File: src/rtl/u2u8_pkg.sv
// ----------------------------------------------------------------------------
// u2u8_pkg
// Shared types and constants for the UTF-16/UTF-32 to UTF-8 encoder.
// ----------------------------------------------------------------------------
package u2u8_pkg;

    // Result status codes
    localparam logic [2:0] ST_OK            = 3'd0;
    localparam logic [2:0] ST_UNPAIRED_HIGH = 3'd1;
    localparam logic [2:0] ST_BAD_PAIR      = 3'd2;
    localparam logic [2:0] ST_UNPAIRED_LOW  = 3'd3;
    localparam logic [2:0] ST_RANGE         = 3'd4;

    // Default depth of the job queue between front and back
    localparam int QUEUE_DEPTH_DEF = 4;

    // Code unit classes (upper 22 bits of a surrogate)
    localparam logic [21:0] HIGH_SURR_TAG = 22'h36;  // 0xD800..0xDBFF
    localparam logic [21:0] LOW_SURR_TAG  = 22'h37;  // 0xDC00..0xDFFF
    localparam logic [31:0] MAX_SCALAR    = 32'h0010_FFFF;

    typedef struct packed {
        logic [31:0] code_unit;
        logic        string_end;
    } unit_word_t;

    typedef struct packed {
        logic [7:0] out_byte;
        logic       last_byte;
        logic [2:0] status;
        logic       string_final;
    } byte_word_t;

    // One job: a code point to encode, or an error result
    typedef struct packed {
        logic [20:0] code_point;
        logic [1:0]  last_idx;   // number of bytes minus one
        logic [2:0]  status;
        logic        fin;
    } job_t;

endpackage

File: src/rtl/utf16_to_utf8_encoder.sv
// ----------------------------------------------------------------------------
// utf16_to_utf8_encoder
// Transcodes wide code units into UTF-8 bytes with surrogate pairing and
// per-string error handling.
// ----------------------------------------------------------------------------
//  channel  handshake                 word
//  unit     unit_valid / unit_ready   u2u8_pkg::unit_word_t
//  byte     byte_valid / byte_ready   u2u8_pkg::byte_word_t
//
//  The front takes one unit per cycle while the job queue has room.
//  The back sends one byte per cycle while byte_ready is high, so a unit
//  yields 1 to 4 byte words; a held high surrogate or a dropped unit
//  takes no back time. First byte passes the job queue and the output
//  register after its unit is accepted. Reset (rst_n low) clears
//  surrogate and drop state, the queue and the output register. A stalled
//  byte channel fills the queue, then drops unit_ready.
// ----------------------------------------------------------------------------
module utf16_to_utf8_encoder #(
    parameter int QUEUE_DEPTH = u2u8_pkg::QUEUE_DEPTH_DEF
) (
    input  logic                 clk,
    input  logic                 rst_n,
    input  logic                 unit_valid,
    output logic                 unit_ready,
    input  u2u8_pkg::unit_word_t unit_word,
    output logic                 byte_valid,
    input  logic                 byte_ready,
    output u2u8_pkg::byte_word_t byte_word
);

    logic           push;
    u2u8_pkg::job_t push_job;
    logic           queue_full;
    logic           head_valid;
    u2u8_pkg::job_t head_job;
    logic           pop;

    u2u8_front u_front (
        .clk        (clk),
        .rst_n      (rst_n),
        .unit_valid (unit_valid),
        .unit_ready (unit_ready),
        .unit_word  (unit_word),
        .queue_full (queue_full),
        .push       (push),
        .push_job   (push_job)
    );

    u2u8_queue #(
        .DEPTH (QUEUE_DEPTH)
    ) u_queue (
        .clk        (clk),
        .rst_n      (rst_n),
        .push       (push),
        .push_job   (push_job),
        .full       (queue_full),
        .head_valid (head_valid),
        .head_job   (head_job),
        .pop        (pop)
    );

    u2u8_back u_back (
        .clk        (clk),
        .rst_n      (rst_n),
        .head_valid (head_valid),
        .head_job   (head_job),
        .pop        (pop),
        .byte_valid (byte_valid),
        .byte_ready (byte_ready),
        .byte_word  (byte_word)
    );

endmodule

File: src/rtl/u2u8_front.sv
// ----------------------------------------------------------------------------
// u2u8_front
// Accepts code units, tracks surrogate and drop state, and queues one job
// per unit that yields results.
// ----------------------------------------------------------------------------
module u2u8_front (
    input  logic                 clk,
    input  logic                 rst_n,
    input  logic                 unit_valid,
    output logic                 unit_ready,
    input  u2u8_pkg::unit_word_t unit_word,
    input  logic                 queue_full,
    output logic                 push,
    output u2u8_pkg::job_t       push_job
);

    logic        high_pending_reg, high_pending_next;
    logic [9:0]  held_high_reg, held_high_next;
    logic        dropping_reg, dropping_next;

    logic        accept;
    logic        is_high;
    logic        is_low;
    logic        job_gen;
    logic [20:0] pair_point;
    logic [20:0] cp;

    assign unit_ready = !queue_full;
    assign accept     = unit_valid && unit_ready;

    // Classify the unit
    assign is_high = (unit_word.code_unit[31:10] == u2u8_pkg::HIGH_SURR_TAG);
    assign is_low  = (unit_word.code_unit[31:10] == u2u8_pkg::LOW_SURR_TAG);

    // Combine held high half with low half: 0x10000 + (h << 10) + l
    assign pair_point = {({1'b0, held_high_reg} + 11'd64), unit_word.code_unit[9:0]};

    // Decide job and next state
    always_comb
    begin
        high_pending_next = high_pending_reg;
        held_high_next    = held_high_reg;
        dropping_next     = dropping_reg;
        job_gen           = 1'b0;
        cp                = unit_word.code_unit[20:0];
        push_job.status   = u2u8_pkg::ST_OK;
        push_job.fin      = unit_word.string_end;

        if (dropping_reg)
        begin
            job_gen = 1'b0;
        end
        else if (high_pending_reg)
        begin
            job_gen = 1'b1;
            high_pending_next = 1'b0;
            held_high_next    = 10'd0;
            if (is_low)
            begin
                cp = pair_point;
            end
            else
            begin
                push_job.status = u2u8_pkg::ST_BAD_PAIR;
                dropping_next   = 1'b1;
            end
        end
        else if (is_high)
        begin
            if (unit_word.string_end)
            begin
                job_gen         = 1'b1;
                push_job.status = u2u8_pkg::ST_UNPAIRED_HIGH;
                dropping_next   = 1'b1;
            end
            else
            begin
                high_pending_next = 1'b1;
                held_high_next    = unit_word.code_unit[9:0];
            end
        end
        else if (is_low)
        begin
            job_gen         = 1'b1;
            push_job.status = u2u8_pkg::ST_UNPAIRED_LOW;
            dropping_next   = 1'b1;
        end
        else if (unit_word.code_unit > u2u8_pkg::MAX_SCALAR)
        begin
            job_gen         = 1'b1;
            push_job.status = u2u8_pkg::ST_RANGE;
            dropping_next   = 1'b1;
        end
        else
        begin
            job_gen = 1'b1;
        end

        // End of string clears everything
        if (unit_word.string_end)
        begin
            high_pending_next = 1'b0;
            held_high_next    = 10'd0;
            dropping_next     = 1'b0;
        end

        push_job.code_point = cp;
        if (push_job.status != u2u8_pkg::ST_OK || cp <= 21'h7F)
            push_job.last_idx = 2'd0;
        else if (cp <= 21'h7FF)
            push_job.last_idx = 2'd1;
        else if (cp <= 21'hFFFF)
            push_job.last_idx = 2'd2;
        else
            push_job.last_idx = 2'd3;
    end

    assign push = accept && job_gen;

    // Hold surrogate and drop state
    always_ff @(posedge clk or negedge rst_n)
    begin
        if (!rst_n)
        begin
            high_pending_reg <= 1'b0;
            held_high_reg    <= 10'd0;
            dropping_reg     <= 1'b0;
        end
        else if (accept)
        begin
            high_pending_reg <= high_pending_next;
            held_high_reg    <= held_high_next;
            dropping_reg     <= dropping_next;
        end
    end

endmodule

File: src/rtl/u2u8_queue.sv
// ----------------------------------------------------------------------------
// u2u8_queue
// Small job queue between the front and the back.
// ----------------------------------------------------------------------------
module u2u8_queue #(
    parameter int DEPTH = u2u8_pkg::QUEUE_DEPTH_DEF
) (
    input  logic           clk,
    input  logic           rst_n,
    input  logic           push,
    input  u2u8_pkg::job_t push_job,
    output logic           full,
    output logic           head_valid,
    output u2u8_pkg::job_t head_job,
    input  logic           pop
);

    localparam int PW = (DEPTH > 1) ? $clog2(DEPTH) : 1;
    localparam int CW = $clog2(DEPTH + 1);

    u2u8_pkg::job_t slots_reg [DEPTH];
    logic [PW-1:0]  wr_ptr_reg, wr_ptr_next;
    logic [PW-1:0]  rd_ptr_reg, rd_ptr_next;
    logic [CW-1:0]  count_reg, count_next;

    assign full       = (count_reg == CW'(DEPTH));
    assign head_valid = (count_reg != '0);
    assign head_job   = slots_reg[rd_ptr_reg];

    // Advance pointers and count
    always_comb
    begin
        wr_ptr_next = wr_ptr_reg;
        rd_ptr_next = rd_ptr_reg;
        count_next  = count_reg;
        if (push)
            wr_ptr_next = (wr_ptr_reg == PW'(DEPTH - 1)) ? '0 : wr_ptr_reg + PW'(1);
        if (pop)
            rd_ptr_next = (rd_ptr_reg == PW'(DEPTH - 1)) ? '0 : rd_ptr_reg + PW'(1);
        if (push && !pop)
            count_next = count_reg + CW'(1);
        else if (pop && !push)
            count_next = count_reg - CW'(1);
    end

    always_ff @(posedge clk or negedge rst_n)
    begin
        if (!rst_n)
        begin
            wr_ptr_reg <= '0;
            rd_ptr_reg <= '0;
            count_reg  <= '0;
        end
        else
        begin
            wr_ptr_reg <= wr_ptr_next;
            rd_ptr_reg <= rd_ptr_next;
            count_reg  <= count_next;
        end
    end

    // Store jobs
    always_ff @(posedge clk)
    begin
        if (push)
            slots_reg[wr_ptr_reg] <= push_job;
    end

endmodule

File: src/rtl/u2u8_back.sv
// ----------------------------------------------------------------------------
// u2u8_back
// Expands each queued job into its UTF-8 bytes, or into one error word,
// one word per cycle while byte_ready allows, through an output register.
// ----------------------------------------------------------------------------
module u2u8_back (
    input  logic                 clk,
    input  logic                 rst_n,
    input  logic                 head_valid,
    input  u2u8_pkg::job_t       head_job,
    output logic                 pop,
    output logic                 byte_valid,
    input  logic                 byte_ready,
    output u2u8_pkg::byte_word_t byte_word
);

    logic                 out_valid_reg;
    u2u8_pkg::byte_word_t out_word_reg, out_word_next;
    logic [1:0]           idx_reg, idx_next;
    logic                 load;
    logic [7:0]           enc [4];
    logic [20:0]          cp;

    assign cp   = head_job.code_point;
    assign load = head_valid && (!out_valid_reg || byte_ready);
    assign pop  = load && (idx_reg == head_job.last_idx);

    // Build bytes in order for the job's length
    always_comb
    begin
        enc[0] = 8'h00;
        enc[1] = 8'h00;
        enc[2] = 8'h00;
        enc[3] = 8'h00;
        case (head_job.last_idx)
            2'd0:
            begin
                enc[0] = {1'b0, cp[6:0]};
            end
            2'd1:
            begin
                enc[0] = {3'b110, cp[10:6]};
                enc[1] = {2'b10, cp[5:0]};
            end
            2'd2:
            begin
                enc[0] = {4'b1110, cp[15:12]};
                enc[1] = {2'b10, cp[11:6]};
                enc[2] = {2'b10, cp[5:0]};
            end
            default:
            begin
                enc[0] = {5'b11110, cp[20:18]};
                enc[1] = {2'b10, cp[17:12]};
                enc[2] = {2'b10, cp[11:6]};
                enc[3] = {2'b10, cp[5:0]};
            end
        endcase
    end

    // Select the current byte
    always_comb
    begin
        out_word_next.out_byte     = (head_job.status == u2u8_pkg::ST_OK) ? enc[idx_reg] : 8'h00;
        out_word_next.last_byte    = (idx_reg == head_job.last_idx);
        out_word_next.status       = head_job.status;
        out_word_next.string_final = head_job.fin;
        idx_next = pop ? 2'd0 : (load ? idx_reg + 2'd1 : idx_reg);
    end

    always_ff @(posedge clk or negedge rst_n)
    begin
        if (!rst_n)
        begin
            out_valid_reg <= 1'b0;
            idx_reg       <= 2'd0;
        end
        else
        begin
            idx_reg <= idx_next;
            if (load)
                out_valid_reg <= 1'b1;
            else if (byte_ready)
                out_valid_reg <= 1'b0;
        end
    end

    // Hold output payload
    always_ff @(posedge clk)
    begin
        if (load)
            out_word_reg <= out_word_next;
    end

    assign byte_valid = out_valid_reg;
    assign byte_word  = out_word_reg;

endmodule

File: config.mk
export PLATFORM = sky130hd
export DESIGN_NAME = utf16_to_utf8_encoder
export DESIGN_NICKNAME = d
export VERILOG_FILES = /design/src/rtl/u2u8_pkg.sv /design/src/rtl/utf16_to_utf8_encoder.sv /design/src/rtl/u2u8_front.sv /design/src/rtl/u2u8_queue.sv /design/src/rtl/u2u8_back.sv
export SDC_FILE = /design/constraint.sdc
export NUM_CORES = 1
export LEC_CHECK = 0
export BUFFER_PORTS_ARGS = -buffer_cell sky130_fd_sc_hd__buf_2
export CAP_MARGIN = 10
export CORE_MARGIN = 8
export CORE_UTILIZATION = 60
export DETAILED_ROUTE_END_ITERATION = 6
export GPL_TIMING_DRIVEN = 0
export HOLD_SLACK_MARGIN = 0.03
export PLACE_DENSITY = 0.8
export SETUP_SLACK_MARGIN = 0.4
export SLEW_MARGIN = 10
export SYNTH_ARGS = -nofsm -noshare
export SYNTH_HDL_FRONTEND = slang
export SYNTH_HIERARCHICAL = 1
export SYNTH_SLANG_ARGS = --single-unit
File: constraint.sdc
create_clock -name clk -period 3.67 [get_ports clk]
set_clock_uncertainty 0.1 [all_clocks]
set_input_delay 0.1835 -clock clk [delete_from_list [all_inputs] [get_ports clk]]
set_output_delay 0.1835 -clock clk [all_outputs]
set_load 0.03 [all_outputs]
**After elaboration in Yosys (flattened, before gate mapping)**

Memories as Yosys holds them, arrays and structs flattened.
Cells that the tools add are included.

- Register bits: 35
- RAM bits: 108
- Input port bits: 37
- Memories kept: 1

Memories:

| memory | depth | width | read ports | clocked after Yosys merged registers in | write ports | line | text |
|---|---|---|---|---|---|---|---|
| u_queue.slots_reg | 4 | 27 | 1 | 0 | 1 | u2u8_queue.sv:21 | `u2u8_pkg::job_t slots_reg [DEPTH];` |

- Add/subtract/negate cells: 6
- $lt $le $gt $ge: 5
- Equality and inequality tests: 9
- Mux-type cells: 49
- Bitwise logic cells: 1
- Reductions and logical operators: 24

Operators with widths:

| operator | count |
|---|---|
| $mux 21 | 3 |
| $pmux 8 s3 | 2 |
| $eq 22x6->1 const B | 2 |
| $mux 10 | 4 |
| $gt 32x21->1 const B | 1 |
| $mux 8 | 3 |
| $le 21x11->1 const B | 1 |
| $le 21x16->1 const B | 1 |
| $le 21x7->1 const B | 1 |
| $mux 1 | 21 |
| $mux 3 | 7 |
| $bmux 8 s2 | 1 |
| $pmux 8 s2 | 1 |
| $mux 2 | 7 |
| $add 10x7->11 const B | 1 |
| $reduce_bool 3->1 | 3 |
| $add 2x1->2 const B | 3 |
| $eq 2x2->1 const B | 3 |
| $logic_and 1x1->1 | 6 |
| $reduce_bool 2->1 | 3 |
| $logic_not 1->1 | 4 |
| $add 3x1->3 const B | 1 |
| $eq 3x3->1 const B | 1 |
| $ge 3x3->1 const B | 1 |
| 12 further kinds | 13 |

**Depth between registers and ports, before layout**

- Depth in word-level cells: 9
- Mapped depth: 13
- Depth with buffers taken out: 11

**Modules after synthesis**

Netlist, hierarchy kept.

Modules (own cells, without submodules):

| module | times used | cells an instance | area each (sq um) |
|---|---|---|---|
| u2u8_queue | 1 | 178 | 4322.9 |
| u2u8_back | 1 | 127 | 1174.9 |
| u2u8_front | 1 | 114 | 1046.0 |

**Least setup slack after synthesis**

No wires, ideal clock.

- Path type: flip-flop to flip-flop
- Start: register u_queue.rd_ptr_reg[0]
- End: register u_queue.count_reg[1]
- Setup time: 125 ps
- Data arrival time: 2537 ps
- Setup slack: 909 ps
- Stages on the path, launching flop included: 11
- Path buffers: 1
- Path through: dfrtp_1 buf_4 mux4_2 xnor2_1 nand2_1 nor2_1 inv_1 ha_1 inv_1 fa_1 mux2_2

RTL lines:

| element | line | text |
|---|---|---|
| start: declaration | u2u8_queue.sv:23 | `logic [PW-1:0] rd_ptr_reg, rd_ptr_next;` |
| start signal: assignment | u2u8_queue.sv:57 | `rd_ptr_reg <= rd_ptr_next;` |
| end signal: assignment | u2u8_queue.sv:58 | `count_reg <= count_next;` |
| end: declaration | u2u8_queue.sv:24 | `logic [CW-1:0] count_reg, count_next;` |

==> metrics.txt <==
outcome=complete, no violations; combinational family with the most area after synthesis=multiplexers; synth warn=6; initial DRC count=449; routed wire length=14800 um; Vias=4204; Syn Area/Cell=15.62 um^2; Min Clock Period, post-route=3.105 ns; Setup Crit Path Kind=flip-flop to flip-flop; Slew Limit Fails=0; largest net degree at the start of global routing=28; Rel. slew slack=46.71%; Place WS=0.3043 ns; critical path fanouts, max=10; CP Capture Type=flip-flop; Compound-Gate Fraction of Synth Area=8.948%; number of H-tree levels=4; final antenna-violating net count=0; 1st-pass router iterations=5; post-synth cell types=62; Site Rows=38; n_diodes=0; Post-Synth XOR/XNOR Area=1.071%; sequential area share after synthesis=63.94%; min-delay src=unit_word[31]; Critical Path AT=3.42 ns; worst slew pin tran=0.7993 ns; first-pass GRT wire length=23140 um; Async SR Flop Fraction=15.38%; Area Growth Syn to Fin=19.02%; Routed WL per cell=22.22 um; GR Util All Layers=21.13%; max reg flops=108; die area=0.01450 mm^2; Die W=120.4 um; Vias/cell=6.312; initial antenna violation count=0; DP Wirelength=9564 um; drt drc=0; Mapped Area=0.006544 mm^2; reg2reg start=u_queue/rd_ptr_reg[0]$_DFFE_PN0P_; Worst VDD drop=0.4607 mV; CTS root buf=clkbuf_8; Final Wtd Congestion=0.9395; Startpoint Class=flip-flop; ratio of cells with drive above 1 in the final layout=29.47%; final setup TNS=0 ns; Die Ht=120.4 um; commonest non-fill, non-tap cell in the layout=edfxtp_1; Synth Register Bits=143; Hold Path End=u_front/dropping_reg$_DFFE_PN0P_; Synth Flop Type=edfxtp_1; post-route clock period utilization=84.59%; unrepaired setup endpoints after global routing=false; maxcap violations=0; Post-synth EDFFs=121; grt total ovfl=0; Max Root-Sink Buffers=2; CTS tree=yes; Post-Syn Instances=419; syn_nets=470; vias in the first global route=4288; endpoints failing hold=0; commonest non-fill, non-tap cells in the layout=121 x edfxtp_1, 60 x buf_2, 26 x mux4_2, 24 x dlygate4sd3_1, 22 x dfrtp_1; worst hold path type=primary input to flip-flop; P_leak=2.926 nW; reg-to-reg endpoint=u_queue/count_reg[1]$_DFFE_PN0P_; Post-Synth Simple-Gate Area=7.897%; Pwr Density=762.8 mW/mm^2; clock slew at reported path FFs=0.06 ns; R2R depth=10; Starting Density=60.90%; final worst setup slack=0.5655 ns; multiplexer area fraction after synthesis=11.01%; Adder-Cell Fraction of Synth Area=2.792%; IO Pins=52; TritonCTS buffer count=17; number of buffers inserted by port buffering=51; Critical Path RT=3.98 ns; hold path depth=4; Core ar.=0.01075 mm^2; FF-to-FF setup slack=0.57 ns; Layout Nets=564; Skew-Pair Late Insertion Delay=0.53 ns; final setup fails=0; clk sink count=143; FILL cells=682; fmax=322.1 MHz
## synthesized netlist by cell type, drive strengths merged (2+ instances only)
| cell type | instances | area (um^2) |
|---|---|---|
| nand2 | 18 | 67.56 |
| a41o | 2 | 20.02 |
| nand4 | 2 | 12.51 |
| mux2 | 7 | 78.82 |
| buf | 27 | 201.4 |
| nand3 | 10 | 50.05 |
| a22o | 3 | 26.28 |
| nand2b | 5 | 31.28 |
| inv | 18 | 67.56 |
| xor2 | 3 | 26.28 |
| or4 | 4 | 37.53 |
| and4 | 2 | 17.52 |
| a21oi | 12 | 60.06 |
| nor4 | 3 | 18.77 |
| o21ai | 11 | 55.05 |
| o21bai | 2 | 18.77 |
| ha | 13 | 162.7 |
| a32o | 10 | 106.4 |
| a222oi | 4 | 40.04 |
| nor2 | 14 | 55.06 |
| nor3 | 12 | 70.07 |
| or3 | 4 | 30.03 |
| mux4 | 27 | 611.8 |
| a221oi | 6 | 58.80 |
| xnor2 | 5 | 43.79 |
| and2 | 5 | 31.28 |
| a21o | 6 | 45.04 |
| a221o | 3 | 30.03 |
| mux2i | 3 | 30.03 |
| nor2b | 8 | 50.05 |
| and3 | 2 | 12.51 |
| o22ai | 2 | 12.51 |
| clkbuf | 4 | 15.01 |
| nand3b | 2 | 15.01 |
| dfrtp | 22 | 550.5 |
| a211oi | 5 | 37.54 |
| edfxtp | 121 | 3633 |
## timing repair
action,in CTS,in global routing
setup buffers,0,0
endpoints found under the hold margin,118,0
endpoints found under the setup margin,1,1
hold buffers,24,0
gates resized for setup,1,2
## metal layers
metal	GRT usage, %	wire [um]	vias up
li1	-	-	1853
met1	25.57	5731	2109
met2	34.39	7455	214
met3	6.340	1231	28
met4	9.680	379	0
met5	0	0	-
## critical path: stages, from the launching register on
cell,delay (ns)
dfrtp_1,0.42
buf_4,0.27
mux4_2,0.61
xnor2_1,0.19
nand2_1,0.14
nor2_4,0.19
inv_1,0.08
ha_1,0.21
inv_1,0.07
fa_1,0.42
mux2_2,0.28
## stage by stage
stage,total power [mW],std cells,hold WS [ns],util [%],cell area [um^2]
after floorplan,3.748,419,-0.2121,-,6544
after global placement,4.209,610,0.09622,64.90,6974
after detailed placement,4.303,610,0.09892,64.95,6979
after CTS,5.941,666,0.03925,72.41,7781
after global routing,6.223,666,0.05622,72.48,7789
final,5.942,666,0.06306,72.48,7789
## logic make-up (layout without fill, tap and decap cells)
kind of cell,count (synthesis),after routing
xor+xnor,8,8
compound gates,75,75
fa+ha+maj,14,14
mux,37,37
simple gates,93,93
flops,143,143
buf+inv,49,156
## how the worst max path moves through the flow
| stage | from | end | slack [ns] | depth (start not counted) |
|---|---|---|---|---|
| floorplan | u_queue/rd_ptr_reg[0]$_DFFE_PN0P_ | u_queue/count_reg[1]$_DFFE_PN0P_ | 0.91 | 10 |
| global placement | u_queue/rd_ptr_reg[1]$_DFFE_PN0P_ | u_queue/count_reg[1]$_DFFE_PN0P_ | 0.44 | 11 |
| detailed placement | u_queue/rd_ptr_reg[1]$_DFFE_PN0P_ | u_queue/count_reg[1]$_DFFE_PN0P_ | 0.30 | 11 |
| CTS | u_queue/rd_ptr_reg[1]$_DFFE_PN0P_ | u_queue/count_reg[1]$_DFFE_PN0P_ | 0.42 | 11 |
| global route | u_queue/rd_ptr_reg[1]$_DFFE_PN0P_ | u_queue/count_reg[1]$_DFFE_PN0P_ | 0.44 | 11 |
| finish | u_queue/rd_ptr_reg[0]$_DFFE_PN0P_ | u_queue/count_reg[1]$_DFFE_PN0P_ | 0.57 | 10 |
## cell type report
class,count,area (um^2),area share [%]
plain buffers,31,219.0,2.811
clock buffers,22,473.0,6.072
clock inverters,10,86.33,1.108
inverters,18,67.56,0.8675
multi-input cells,227,2088,26.81
flip-flops and latches,143,4184,53.72
well taps,140,175.2,2.249
repair buffers,75,495.5,6.361
## where the power goes
part / total [mW] / internal [mW] / leakage (nW) / switching, mW
logic: 2.17 / 0.885 / 1.25 / 1.29
clock network: 1.60 / 0.966 / 0.275 / 0.636
registers: 2.17 / 2.07 / 1.40 / 0.0985
total: 5.94 / 3.92 / 2.93 / 2.02
Power figures use the tool's default switching activity.
